## src/hw/rtl/ivs_pkg.sv

```systemverilog
// ----------------------------------------------------------------------------
// ivs_pkg
// Shared types and codes for the indexed vector store: request actions,
// result status codes and the control bundles between the sequencer and
// the chain of storage cells.
// ----------------------------------------------------------------------------
package ivs_pkg;

	localparam int unsigned WORD_W = 32;

	typedef enum logic [2:0] {
		ACT_APPEND = 3'd0,
		ACT_INSERT = 3'd1,
		ACT_ERASE  = 3'd2,
		ACT_READ   = 3'd3,
		ACT_WRITE  = 3'd4,
		ACT_COUNT  = 3'd5,
		ACT_CLEAR  = 3'd6
	} ivs_action_t;

	typedef enum logic [1:0] {
		STATUS_OK    = 2'd0,
		STATUS_FULL  = 2'd1,
		STATUS_RANGE = 2'd2
	} ivs_status_t;

	// Sequencer to chain: rotate enable and the word entering the tail cell.
	typedef struct packed {
		logic                     shift;
		logic signed [WORD_W-1:0] tail;
	} ivs_feed_t;

	// Chain to sequencer: the two cells nearest the head.
	typedef struct packed {
		logic signed [WORD_W-1:0] head;
		logic signed [WORD_W-1:0] next;
	} ivs_taps_t;

endpackage

```

## src/hw/rtl/ivs_ctrl.sv

```systemverilog
// ----------------------------------------------------------------------------
// ivs_ctrl
// Sequencer for the store: decodes a transaction, checks it against the
// fill count, walks the ring once for actions that reach stored data, and
// returns the result through an output register.
// ----------------------------------------------------------------------------
module ivs_ctrl #(
	parameter int unsigned DEPTH = 1024,
	localparam int unsigned IDX_W = $clog2(DEPTH),
	localparam int unsigned CNT_W = $clog2(DEPTH + 1)
) (
	input  logic                              clk,
	input  logic                              arst_n,
	input  logic                              req_valid,
	output logic                              req_stall,
	input  logic [2:0]                        action,
	input  logic [IDX_W-1:0]                  position,
	input  logic signed [ivs_pkg::WORD_W-1:0] word_in,
	output logic                              rsp_valid,
	input  logic                              rsp_stall,
	output logic signed [ivs_pkg::WORD_W-1:0] word_out,
	output logic [CNT_W-1:0]                  match_count,
	output logic [CNT_W-1:0]                  fill_level,
	output logic [1:0]                        status,
	output ivs_pkg::ivs_feed_t                feed,
	input  ivs_pkg::ivs_taps_t                taps
);
	import ivs_pkg::*;

	typedef enum logic [1:0] {
		ST_IDLE,
		ST_WALK,
		ST_DONE
	} state_t;

	state_t                   state_q;
	ivs_action_t              op_q;
	logic [IDX_W-1:0]         pos_q;
	logic signed [WORD_W-1:0] word_q;
	logic [CNT_W-1:0]         fill_q;
	ivs_status_t              status_q;
	logic [IDX_W-1:0]         k_q;
	logic signed [WORD_W-1:0] carry_q;
	logic signed [WORD_W-1:0] rd_q;
	logic [CNT_W-1:0]         match_q;

	logic                     rsp_valid_q;
	logic signed [WORD_W-1:0] rsp_word_q;
	logic [CNT_W-1:0]         rsp_match_q;
	logic [CNT_W-1:0]         rsp_fill_q;
	ivs_status_t              rsp_status_q;

	logic             accept;
	logic             rsp_free;
	logic             rsp_load;
	ivs_action_t      act_in;
	logic [CNT_W-1:0] pos_ext;
	logic             is_full;
	logic             walk_go;
	ivs_status_t      stat_nx;
	logic [CNT_W-1:0] fill_nx;
	logic [IDX_W-1:0] idx_nx;
	logic             at_pos;
	logic             past_pos;
	logic             last_k;
	logic             hit;
	logic             grab;

	assign req_stall = (state_q != ST_IDLE);
	assign accept    = req_valid && !req_stall;
	assign rsp_free  = !rsp_valid_q || !rsp_stall;
	assign rsp_load  = (state_q == ST_DONE) && rsp_free;
	assign act_in    = ivs_action_t'(action);
	assign pos_ext   = CNT_W'(position);
	assign is_full   = (fill_q == CNT_W'(DEPTH));

	// Range and capacity checks happen up front; the walk only moves, reads and counts data.
	always_comb begin
		walk_go = 1'b0;
		stat_nx = STATUS_OK;
		fill_nx = fill_q;
		idx_nx  = position;
		unique case (act_in) inside
			ACT_APPEND: begin
				if (is_full) begin
					stat_nx = STATUS_FULL;
				end else begin
					walk_go = 1'b1;
					idx_nx  = IDX_W'(fill_q);
					fill_nx = fill_q + CNT_W'(1);
				end
			end
			ACT_INSERT: begin
				if (pos_ext > fill_q) begin
					stat_nx = STATUS_RANGE;
				end else if (is_full) begin
					stat_nx = STATUS_FULL;
				end else begin
					walk_go = 1'b1;
					fill_nx = fill_q + CNT_W'(1);
				end
			end
			ACT_ERASE: begin
				if (pos_ext >= fill_q) begin
					stat_nx = STATUS_RANGE;
				end else begin
					walk_go = 1'b1;
					fill_nx = fill_q - CNT_W'(1);
				end
			end
			ACT_READ, ACT_WRITE: begin
				if (pos_ext >= fill_q) begin
					stat_nx = STATUS_RANGE;
				end else begin
					walk_go = 1'b1;
				end
			end
			ACT_COUNT: begin
				walk_go = 1'b1;
			end
			ACT_CLEAR: begin
				fill_nx = '0;
			end
			default: begin
			end
		endcase
	end

	assign at_pos   = (k_q == pos_q);
	assign past_pos = (k_q > pos_q);
	assign last_k   = (k_q == IDX_W'(DEPTH - 1));
	assign hit      = (op_q == ACT_COUNT) && (CNT_W'(k_q) < fill_q) && (taps.head == word_q);
	assign grab     = (op_q == ACT_READ) && at_pos;

	// Entry k passes the head while the walk counter is k; what enters the tail
	// at that step lands back in slot k once the ring has turned all the way.
	always_comb begin
		feed.shift = (state_q == ST_WALK);
		feed.tail  = taps.head;
		case (op_q) inside
			ACT_INSERT: begin
				if (at_pos) begin
					feed.tail = word_q;
				end else if (past_pos) begin
					feed.tail = carry_q;
				end
			end
			ACT_ERASE: begin
				if (at_pos || past_pos) begin
					feed.tail = taps.next;
				end
			end
			ACT_APPEND, ACT_WRITE: begin
				if (at_pos) begin
					feed.tail = word_q;
				end
			end
			default: begin
			end
		endcase
	end

	always_ff @(posedge clk or negedge arst_n) begin
		if (!arst_n) begin
			state_q      <= ST_IDLE;
			op_q         <= ACT_APPEND;
			pos_q        <= '0;
			word_q       <= '0;
			fill_q       <= '0;
			status_q     <= STATUS_OK;
			k_q          <= '0;
			carry_q      <= '0;
			rd_q         <= '0;
			match_q      <= '0;
			rsp_valid_q  <= 1'b0;
			rsp_word_q   <= '0;
			rsp_match_q  <= '0;
			rsp_fill_q   <= '0;
			rsp_status_q <= STATUS_OK;
		end else begin
			if (rsp_load) begin
				rsp_valid_q <= 1'b1;
			end else if (rsp_valid_q && !rsp_stall) begin
				rsp_valid_q <= 1'b0;
			end
			unique case (state_q)
				ST_IDLE: begin
					if (accept) begin
						op_q     <= act_in;
						pos_q    <= idx_nx;
						word_q   <= word_in;
						fill_q   <= fill_nx;
						status_q <= stat_nx;
						k_q      <= '0;
						rd_q     <= '0;
						match_q  <= '0;
						state_q  <= walk_go ? ST_WALK : ST_DONE;
					end
				end
				ST_WALK: begin
					carry_q <= taps.head;
					k_q     <= k_q + IDX_W'(1);
					if (hit) begin
						match_q <= match_q + CNT_W'(1);
					end
					if (grab) begin
						rd_q <= taps.head;
					end
					if (last_k) begin
						state_q <= ST_DONE;
					end
				end
				ST_DONE: begin
					// Hold the result until the output register is free.
					if (rsp_load) begin
						rsp_word_q   <= rd_q;
						rsp_match_q  <= match_q;
						rsp_fill_q   <= fill_q;
						rsp_status_q <= status_q;
						state_q      <= ST_IDLE;
					end
				end
				default: begin
					state_q <= ST_IDLE;
				end
			endcase
		end
	end

	assign rsp_valid   = rsp_valid_q;
	assign word_out    = rsp_word_q;
	assign match_count = rsp_match_q;
	assign fill_level  = rsp_fill_q;
	assign status      = rsp_status_q;

endmodule

```

## config.mk

```make
export PLATFORM = sky130hd
export DESIGN_NAME = ivs_ctrl
export DESIGN_NICKNAME = d
export VERILOG_FILES = /design/src/hw/rtl/ivs_pkg.sv /design/src/hw/rtl/ivs_ctrl.sv
export SDC_FILE = /design/constraint.sdc
export NUM_CORES = 1
export LEC_CHECK = 0
export BUFFER_PORTS_ARGS = -buffer_cell sky130_fd_sc_hd__buf_2
export CAP_MARGIN = 15
export CELL_PAD_IN_SITES_DETAIL_PLACEMENT = 1
export CELL_PAD_IN_SITES_GLOBAL_PLACEMENT = 2
export CORE_MARGIN = 1
export CORE_UTILIZATION = 38
export CTS_BUF_LIST = sky130_fd_sc_hd__clkbuf_4
export DETAILED_ROUTE_END_ITERATION = 6
export PLACE_DENSITY = 0.84
export SLEW_MARGIN = 10
export SYNTH_ARGS = -nofsm -noshare
export SYNTH_HDL_FRONTEND = slang
export SYNTH_SLANG_ARGS = --single-unit
```

## constraint.sdc

```tcl
create_clock -name clk -period 7.6 [get_ports clk]
set_clock_uncertainty 0.2 [all_clocks]
set_input_delay 0.38 -clock clk [delete_from_list [all_inputs] [get_ports clk]]
set_output_delay 0.38 -clock clk [all_outputs]
set_load 0.02 [all_outputs]
```

Word-level counts from Yosys, hierarchy flattened:

Cells that the tools add are included.

* bits in writable memories: 0
* input port bits: 113
* memory bits (read-only): 0
* word-level logic and storage cells: 110
* bits in latches: 0
* register bits: 202
* memories kept: 0
* output and inout port bits: 91

* shift-type cells: 0
* multipliers: 0
* magnitude comparators: 4
* equality and inequality tests: 24
* bitwise gates (word level): 0
* div/mod/pow operators: 0
* reduce and logical (&&, ||, !) cells: 27
* $add $sub $neg: 4
* multiplexer cells: 36

Operator list (count)
* $mux W32: 9
* $pmux W32 S2: 1
* $mux W11: 5
* $pmux W11 S4: 1
* $eq A32 B32 Y1: 1
* $mux W10: 3
* $add A11 B1 Y11 const B: 2
* $pmux W11 S2: 1
* $pmux W10 S2: 1
* $eq A3 B3 Y1 const B: 5
* $eq A3 B2 Y1 const B: 4
* $mux W2: 6
* $pmux W2 S3: 2
* $eq A11 B11 Y1 const B: 1
* $ge A10 B11 Y1: 1
* $gt A10 B11 Y1: 1
* $lt A10 B11 Y1: 1
* $sub A11 B1 Y11 const B: 1
* $add A10 B1 Y10 const B: 1
* $eq A10 B10 Y1: 1
* $eq A10 B10 Y1 const B: 1
* $gt A10 B10 Y1: 1
* $reduce_and A3 Y1: 3
* $ne A2 B2 Y1 const B: 4
* 17 further kinds: 38

Longest topological paths before layout:

Gate-level depths: netlist (run 1).

* depth in word-level cells: 7
* depth in mapped cells: 12
* gate-level depth less buffers: 10

Worst setup path after synthesis (run 1):

No wires, ideal clock.

* path type: register to output
* from: register k_q[3]
* to: output feed[24] in the netlist's numbering
* arrival: 2.883 ns
* stages on the path, launching flop included: 10
* path slack: 4.137 ns
* cell sequence: dfrtp_1 ha_1 a21o_1 a21oi_1 nor3b_1 nor4b_1 clkbuf_1 clkbuf_1 a211oi_1 nor3_1

RTL lines
* from (decl): RTL line ivs_ctrl.sv:42 `logic [IDX_W-1:0] k_q;`
* from (signal assigned): RTL line ivs_ctrl.sv:202 `k_q <= k_q + IDX_W'(1);`
* to (decl): RTL line ivs_ctrl.sv:25 `output ivs_pkg::ivs_feed_t feed,`

==> results of run 1 <==
==> registers in the layout (all words and copies together) (netlist names) <==
register,count
word_out,32
match_q,11
k_q,10
fill_level,11
word_q,32
rsp_valid,1
status_q,2
match_count,11
state_q,2
op_q,3
rd_q,32
pos_q,10
carry_q,32
fill_q,11
status,2
==> placed cells by master (no fill, tap or decap), types with 28 or more instances in the layout <==
cell type / synthesis / routed
nand2_1: 294 / 293
dfrtp_1: 202 / 202
buf_2: 3 / 202
o21ai_0: 85 / 85
clkbuf_4: 0 / 82
dlygate4sd3_1: 0 / 78
a21oi_1: 49 / 49
mux2_2: 47 / 47
nor3_1: 45 / 43
ha_1: 40 / 40
nor2b_1: 37 / 37
xnor2_1: 36 / 36
a211oi_1: 32 / 32
o22ai_1: 32 / 32
nor2_1: 32 / 31
a221o_1: 28 / 28
==> Yosys cell counts, types with 2 or more instances <==
library cell / number
o2bb2ai_1: 3
or3_1: 5
mux2_2: 47
inv_1: 28
o221ai_1: 3
clkbuf_1: 57
nor2_1: 32
and2_1: 2
nor3_1: 45
a31oi_1: 4
dfrtp_1: 202
a22oi_1: 3
and3_1: 12
o22ai_1: 32
nand2_1: 294
nand3_1: 19
xor2_1: 8
or2_1: 2
o31ai_1: 4
a21oi_1: 49
nand4_1: 12
a21o_1: 9
o21ai_1: 2
ha_1: 40
a211oi_1: 32
nand2b_1: 10
buf_2: 3
mux2i_1: 14
xnor2_1: 36
nor2b_1: 37
o21a_1: 3
o21bai_1: 2
nor4_1: 6
o211ai_1: 4
o21ai_0: 85
buf_1: 12
a221o_1: 28
nor3b_1: 5
==> area by class of cell <==
class,count,area share
Timing Repair Buffer,301,0.1399
Clock inverter,18,0.009222
Inverter,28,0.007521
Antenna cell,4,0.0007163
Tap cell,378,0.03384
Sequential cell,202,0.3617
Multi-Input combinational cell,911,0.4030
Clock buffer,82,0.04405
==> how the worst max path moves through the flow <==
stage / startpoint / end / slack [ns]
after floorplan: k_q[3]$_DFFE_PN0P_ / feed[24] / 4.14
after global placement: k_q[3]$_DFFE_PN0P_ / feed[31] / 3.82
after detailed placement: k_q[3]$_DFFE_PN0P_ / feed[7] / 3.63
after CTS: k_q[3]$_DFFE_PN0P_ / feed[7] / 2.85
after global routing: k_q[3]$_DFFE_PN0P_ / feed[24] / 2.64
final: k_q[3]$_DFFE_PN0P_ / feed[16] / 2.90
==> routing by layer <==
metal	routed length [µm]	up-vias	part of all wire	track usage
li1	-	4883	-	-
met4	887	2	0.024	0.08080
met3	1858	65	0.050	0.04601
met1	17060	5087	0.46	0.3393
met5	10	-	0.00027	0
met2	17140	281	0.46	0.4025
==> worst max-delay path, stage by stage (launching register included) <==
cell and delay (ns):
dfrtp_1 0.44, ha_1 0.31, a21o_1 0.19, a21oi_1 0.16, nor3b_1 0.08, nor4b_2 0.25
buf_4 0.63, a22o_1 0.39, buf_4 0.34, o22ai_1 0.16, nor3_1 0.24, buf_2 0.21
==> metrics by stage <==
step,power [mW],setup slack [ns],hold WS [ns]
after detailed placement,3.948,3.628,0.2217
after global routing,5.372,2.637,0.04359
after CTS,5.036,2.851,0.02624
final,4.995,2.898,0.08351
after global placement,3.880,3.820,0.2181
after floorplan,3.167,4.137,-0.1156
==> cell families after synthesis <==
group	Yosys count	synth area share
adder cells (fa/ha/maj)	41	0.04723
AO/OA/AOI/OAI	272	0.1586
buffers and inverters	100	0.03440
flip-flops	202	0.4587
multiplexers	61	0.06074
AND/OR/NAND/NOR	493	0.2054
XOR/XNOR	44	0.03497
==> where the power goes <==
group | total, mW | switching (mW) | internal [mW]
combinational | 2.16 | 1.37 | 0.789
sequential | 1.81 | 0.332 | 1.48
clock | 1.03 | 0.468 | 0.562
total | 5.00 | 2.17 | 2.83
==> timing repair <==
action	4_1_cts	5_1_grt
hold buffers	78	0
resized for setup	0	0
endpoints found under the hold margin	172	0
==> flow_metrics.py, run 1 <==
metrics = {
    "setup_path": {
        "setup.worst_path.end_class": "output port",
        "reg2reg_slack_ns": 4.34,
        "worst_ep_arrival_time_ns": 4.12,
        "crit_fanout": 68,
        "timing.rr.start": "state_q[1]$_DFFE_PN0P_",
        "rr_worst_depth": 8,
        "cp.required_ns": 7.02,
        "critPathKind": "reg -> out",
        "startpoint_type": "flip-flop",
        "r2r-end": "match_q[8]$_DFFE_PN0P_",
    },
    "routing": {
        "drcViolationCount": 0,
        "antenna_left": 0,
        "drt_iter0_drc": 523,
        "routed_wl_mm": 36.96,
        "detail_route.wl_per_cell_um": 19.21,
        "firstDrtPassIters": 5,
        "avgViaCountPerCell": 5.363,
        "via_count": 10318,
    },
    "place": {
        "placed_cell_area_um2": 12440,
        "port_buffers": 203,
        "place.gp.congestion": 0.8059,
        "place_inst": 1742,
        "dpl.hpwl_mm": 25.59,
    },
    "global_routing": {
        "track_usage": 0.2503,
        "grt-ovfl-total": 0,
        "grt_antenna_before_repair": 5,
        "grt_pass1_wl_mm": 57.35,
        "grt_pass1_vias": 10569,
        "grt_max_degree": 73,
    },
    "floorplan": {
        "boundaryPins": 204,
        "num_rows": 61,
        "core_area_um2": 28160,
        "fp.dieW_um": 172.3,
        "die_h_um": 172.3,
        "dieArea_um2": 29690,
        "initial_core_util": 0.3913,
    },
    "final_layout": {
        "fill_cells": 3351,
        "syn_to_final_growth_pct": 26.81,
        "finalNonFillerCells": 1924,
        "final_layout_size_suffix_gt1_frac": 0.2425,
        "fin_area_um2": 13970,
        "seqCellArea_um2": 5055,
        "finalCoreUtilization": 0.4962,
        "multi_input_area_um2": 5632,
        "nNetsFinal": 1655,
    },
    "timing": {
        "setup_tns_ns": 0,
        "setup_viol": 0,
        "slew_headroom": 0.2843,
        "hold_viol": 0,
        "fin_crit_sh": 0.6187,
        "fin_crit_ns": 4.702,
        "tightest_slew_ns": 1.070,
        "clock.fmax_ghz": 0.2127,
        "report.final.slew_viol_count": 0,
        "rsz0062_at_grt": "false",
    },
    "yosys": {
        "synthCells": 1213,
        "synth_ff_type": "dfrtp_1",
        "synth_top_area_share": 0.4587,
        "synth_top_area_cell": "dfrtp_1",
        "ys_top_cells_by_area": "dfrtp_1 46%, nand2_1 10%, mux2_2 4.8%, ha_1 4.5%, o21ai_0 3.9%",
        "netlist_area_um2": 11020,
        "syn_area_per_cell_um2": 9.085,
        "synth_cell_type_count": 60,
        "yosysSeqAreaShare": 0.4587,
        "synth_fp_nets": 1367,
        "async_flop_share": 1.000,
        "ys_ff_latch": 202,
        "yosysWarnings": 0,
        "synth-edff-count": 0,
    },
    "clocking": {
        "cts_sinks": 202,
        "cts-htree-levels": 2,
        "clock_path_buffers": 3,
        "tritoncts": "yes",
        "worstSkewPairLatency_ns": 0.67,
        "cts_setup_buffers": 0,
        "cts_made_buffers": 57,
        "clk_pin_slew_ns": 0.07,
        "clockRootBuffer": "clkbuf_4",
    },
    "pwr": {
        "ir_drop_uv": 168.6,
        "cellLeakagePower_nw": 6.858,
        "power_density_nw_per_um2": 357.4,
    },
    "min_path": {
        "holdCritPathClass": "in -> reg",
        "worstHoldEndpoint": "pos_q[8]$_DFFE_PN0P_",
        "worstHoldStart": "position[8]",
        "holdPathStages": 4,
    },
    "run_status": {
        "status": "finished clean",
    },
    "run": {
        "drv_cap": 0,
    },
}
Note: power is estimated with default switching activity, not from simulation.
==> run 2, diff against run 1 <==
Settings changed: CORE_UTILIZATION 38 to 32, PLACE_DENSITY 0.84 to 0.75.
Clock period 7.6 ns to 4.2 ns, I/O delays scaled along.
==> flow_metrics.py, run 2 (synthesized netlist as in run 1, its figures left out) <==
metrics = {
    "run_status": {
        "status": "finished clean",
    },
    "pwr": {
        "cellLeakagePower_nw": 6.920,
        "total_power_mw": 9.147,
        "power_density_nw_per_um2": 646.2,
        "ir_drop_uv": 236.1,
    },
    "routing": {
        "antenna_left": 0,
        "firstDrtPassIters": 4,
        "routed_wl_mm": 38.89,
        "drcViolationCount": 0,
        "drt_iter0_drc": 524,
        "via_count": 10280,
        "avgViaCountPerCell": 5.137,
        "detail_route.wl_per_cell_um": 19.44,
    },
    "final_layout": {
        "multi_input_area_um2": 5629,
        "seqCellArea_um2": 5055,
        "final_cell_mix": "292 x nand2_1, 202 x dfrtp_1, 202 x buf_2",
        "fill_cells": 4064,
        "final_common_cell": "nand2_1",
        "syn_to_final_growth_pct": 28.45,
        "final_layout_size_suffix_gt1_frac": 0.2468,
        "nNetsFinal": 1664,
        "finalCoreUtilization": 0.4201,
    },
    "clocking": {
        "cts-htree-levels": 2,
        "tritoncts": "yes",
        "clockRootBuffer": "clkbuf_4",
        "worstSkewPairLatency_ns": 0.67,
        "cts_made_buffers": 57,
        "cts_sinks": 202,
        "clk_pin_slew_ns": 0.06,
        "clock_path_buffers": 3,
    },
    "global_routing": {
        "grt_antenna_before_repair": 1,
        "track_usage": 0.2232,
        "grt_pass1_wl_mm": 61.82,
        "grt-ovfl-total": 0,
        "grt_pass1_vias": 10856,
        "grt_max_degree": 114,
    },
    "timing": {
        "rsz0062_at_grt": "false",
        "slew_headroom": 0.3179,
        "tightest_slew_ns": 1.023,
        "fin_crit_sh": 0.9358,
        "setup_ws_ns": 0.2695,
        "clock.fmax_ghz": 0.2544,
        "report.final.slew_viol_count": 0,
        "hold_viol": 0,
        "setup_viol": 0,
        "setup_tns_ns": 0,
        "fin_crit_ns": 3.930,
    },
    "setup_path": {
        "crit_fanout": 8,
        "critPathKind": "reg -> out",
        "startpoint_type": "flip-flop",
        "setup.worst_path.end_class": "output port",
        "cp.required_ns": 3.79,
        "worst_ep_arrival_time_ns": 3.52,
    },
    "place": {
        "place.gp.congestion": 0.8091,
        "dpl.hpwl_mm": 27.31,
        "pre_cts_ws_ns": 0.9074,
        "port_buffers": 203,
    },
    "floorplan": {
        "die_h_um": 187.6,
        "core_area_um2": 33700,
        "dieArea_um2": 35190,
        "num_rows": 67,
        "initial_core_util": 0.3270,
        "boundaryPins": 204,
        "fp.dieW_um": 187.6,
    },
    "run": {
        "drv_cap": 0,
    },
    "min_path": {
        "holdCritPathClass": "in -> async",
    },
}
[run 2: changes by cell type in the layout (fill, tap and decap cells not counted), sizes merged]
cell,change
clkbuf,+5
inv,-1
bufinv,-1
diode,-3
dlygate4sd3,+3
clkinv,-2
buf,+6
[run 2: routing by layer]
layer	track usage	part of all wire	vias to the layer above
met2	0.3650	0.46	292
met4	0.06848	0.024	0
met5	0	0	-
met1	0.3011	0.46	5015
met3	0.03706	0.050	68
li1	-	-	4905
[run 2: cell type report]
class                           count  area share
Antenna cell                        1   0.0001768
Clock buffer                       87     0.04614
Clock inverter                     14    0.005833
Inverter                           28    0.007424
Multi-Input combinational cell    911      0.3976
Sequential cell                   202      0.3571
Tap cell                          448     0.03960
Timing Repair Buffer              310      0.1461
[run 2: stage by stage]
stage | cell area (µm²) | hold slack, ns | cells
6_report | 14160 | 0.03356 | 2001
5_1_grt | 14160 | 0.04759 | 2001
4_1_cts | 14150 | 0.001567 | 2000
3_5_place_dp | 12600 | 0.2040 | 1818
3_3_place_gp | 12600 | 0.2006 | 1818
2_1_floorplan | 11020 | -0.2856 | 1213
[run 2: power by group]
| group | total (mW) | switching, mW | internal, mW |
|---|---|---|---|
| logic | 4.01 | 2.54 | 1.46 |
| clock network | 1.86 | 0.866 | 0.998 |
| registers | 3.28 | 0.610 | 2.67 |
| total | 9.15 | 4.02 | 5.13 |
[run 2: timing repair]
action | CTS | global route
hold buffers | 81 | 0
gates resized for setup | 0 | 1
hold endpoints to repair | 231 | 0
buffers inserted | 0 | 0
setup endpoints to repair | 0 | 7
[run 2: worst max-delay path, cell delays in order (launching register included)]
cell and delay, ns:
dfrtp_1 0.43, ha_1 0.32, nand4_1 0.17, or3_1 0.53, or3_1 0.47, a22oi_1 0.33, o221ai_1 0.19, o2bb2ai_1 0.18
buf_2 0.22
[run 2: path summary, 6_finish.rpt]
path	startpoint	end	slack, ns	depth (start not counted)
setup / recovery	k_q[9]$_DFFE_PN0P_	feed[12]	0.27	8
hold / removal	arst_n	fill_q[5]$_DFFE_PN0P_	0.03	2
setup reg to reg	fill_q[6]$_DFFE_PN0P_	fill_q[10]$_DFFE_PN0P_	1.04	8
hold reg to reg	carry_q[13]$_DFFE_PN0P_	carry_q[13]$_DFFE_PN0P_	0.27	2
max in group asynchronous	arst_n	carry_q[10]$_DFFE_PN0P_	2.64	3
min in group clk	word_in[17]	word_q[17]$_DFFE_PN0P_	0.06	4
==> run 3, diff against run 2 <==
Settings changed: CORE_ASPECT_RATIO set to 0.75.
==> flow_metrics.py, run 3 (synthesized netlist as in run 1, its figures left out) <==
metrics = {
    "routing": {
        "via_count": 10636,
        "routed_wl_mm": 41.16,
        "detail_route.wl_per_cell_um": 20.07,
        "antenna_left": 0,
        "firstDrtPassIters": 5,
        "avgViaCountPerCell": 5.186,
        "drcViolationCount": 0,
        "drt_iter0_drc": 716,
    },
    "timing": {
        "hold_viol": 0,
        "clock.fmax_ghz": 0.2479,
        "hold_slack_ns": 0.1014,
        "slew_headroom": 0.4144,
        "fin_crit_sh": 0.9603,
        "fin_crit_ns": 4.033,
        "rsz0062_at_grt": "false",
        "report.final.slew_viol_count": 0,
        "setup_ws_ns": 0.1666,
        "tightest_slew_ns": 0.8758,
        "setup_viol": 0,
        "setup_tns_ns": 0,
    },
    "final_layout": {
        "final_common_cell": "nand2_1",
        "finalCoreUtilization": 0.4346,
        "finalNonFillerCells": 2051,
        "fin_area_um2": 14670,
        "final_layout_size_suffix_gt1_frac": 0.2389,
        "final_cell_mix": "292 x nand2_1, 202 x dfrtp_1, 202 x buf_2",
        "syn_to_final_growth_pct": 33.08,
        "nNetsFinal": 1710,
    },
    "clocking": {
        "cts_sinks": 202,
        "clock_path_buffers": 3,
        "cts_made_buffers": 55,
        "worstSkewPairLatency_ns": 0.73,
        "clk_pin_slew_ns": 0.07,
        "clockRootBuffer": "clkbuf_4",
        "tritoncts": "yes",
        "cts-htree-levels": 2,
    },
    "run": {
        "drv_cap": 0,
    },
    "place": {
        "place.gp.congestion": 0.8458,
        "place_inst": 1819,
        "placed_cell_area_um2": 12570,
        "port_buffers": 203,
        "dpl.hpwl_mm": 27.66,
        "pre_cts_ws_ns": 0.7233,
    },
    "floorplan": {
        "num_rows": 58,
        "dieArea_um2": 35190,
        "core_area_um2": 33740,
        "initial_core_util": 0.3266,
        "boundaryPins": 204,
        "die_h_um": 162.7,
        "fp.dieW_um": 216.3,
    },
    "pwr": {
        "power_density_nw_per_um2": 643.7,
        "intPower_mw": 5.277,
        "seq_power_share": 0.351,
        "sw_frac_of_total": 0.4411,
        "pwr-share-clk": 0.206,
        "power_frac_comb": 0.444,
        "cellLeakagePower_nw": 7.147,
        "ir_drop_uv": 270.4,
        "total_power_mw": 9.441,
        "switchingPower_mw": 4.164,
    },
    "global_routing": {
        "track_usage": 0.2360,
        "grt_antenna_before_repair": 3,
        "grt-ovfl-total": 0,
        "grt_pass1_vias": 11137,
        "grt_pass1_wl_mm": 64.18,
        "grt_max_degree": 96,
    },
    "setup_path": {
        "crit_fanout": 8,
        "startpoint_type": "flip-flop",
        "critPathKind": "reg -> out",
        "cp.required_ns": 3.79,
        "crit_chain": "ha_1 > nand4_1 > or3_4 > or3_1 > a22oi_1 > o221ai_1 > o2bb2ai_1 > buf_2",
        "cp_slowest_cell": "or3_4",
        "max_stage_delay_ns": 0.47,
        "worst_ep_arrival_time_ns": 3.62,
        "setup.worst_path.end_class": "output port",
    },
    "run_status": {
        "status": "finished clean",
    },
    "min_path": {
        "holdCritPathClass": "in -> reg",
    },
}
==> run 3: worst paths after layout <==
kind,start,to,slack [ns],depth (start not counted)
setup / recovery,k_q[8]$_DFFE_PN0P_,feed[3],0.17,8
hold / removal,taps[34],carry_q[2]$_DFFE_PN0P_,0.10,4
setup reg to reg,fill_q[8]$_DFFE_PN0P_,fill_q[10]$_DFFE_PN0P_,1.00,8
hold reg to reg,carry_q[2]$_DFFE_PN0P_,carry_q[2]$_DFFE_PN0P_,0.27,2
max in group asynchronous,arst_n,word_q[20]$_DFFE_PN0P_,2.81,4
min in group asynchronous,arst_n,match_count[9]$_DFFE_PN0P_,0.47,4
==> run 3: power by group through the flow <==
stage,registers (mW),clock network [mW],logic [mW]
floorplan,3.32,0,2.41
detailed placement,3.33,0,3.92
global placement,3.32,0,3.84
finish,3.31,1.94,4.19
CTS,3.31,2.02,4.16
global route,3.41,2.11,4.61
==> run 3: cell type report <==
cell class              instances  area, µm²
multi-input cells             911       5643
clock inverters                18      128.9
well taps                     450      563.0
repair buffers                358       2551
fillers                      3989      19080
inverters                      28      105.1
flip-flops and latches        202       5055
diodes                          2      5.005
clock buffers                  82      615.6
==> run 3: worst max-delay path, delay by kind of cell, from the launching register on <==
| kind | cells | cell delay (ns) |
|---|---|---|
| compound gates | 3 | 0.81 |
| fa+ha+maj | 1 | 0.32 |
| buf+inv | 1 | 0.24 |
| flops | 1 | 0.45 |
| simple gates | 3 | 1.08 |
==> run 3: what timing repair did <==
item | in CTS | in global routing
endpoints found under the hold margin | 323 | 0
setup endpoints to repair | 13 | 27
pin swaps | 0 | 0
setup buffers | 0 | 0
hold buffers | 130 | 0
resized for setup | 2 | 3
==> run 3: per-layer routing <==
| metal | share of wire | vias to the layer above | wire length, µm | global-route usage |
|---|---|---|---|---|
| li1 | - | 4997 | - | - |
| met1 | 0.51 | 5283 | 20860 | 0.3559 |
| met2 | 0.43 | 295 | 17670 | 0.3464 |
| met3 | 0.047 | 59 | 1948 | 0.03772 |
| met4 | 0.016 | 2 | 671 | 0.06338 |
| met5 | 0.00032 | - | 13 | 0 |
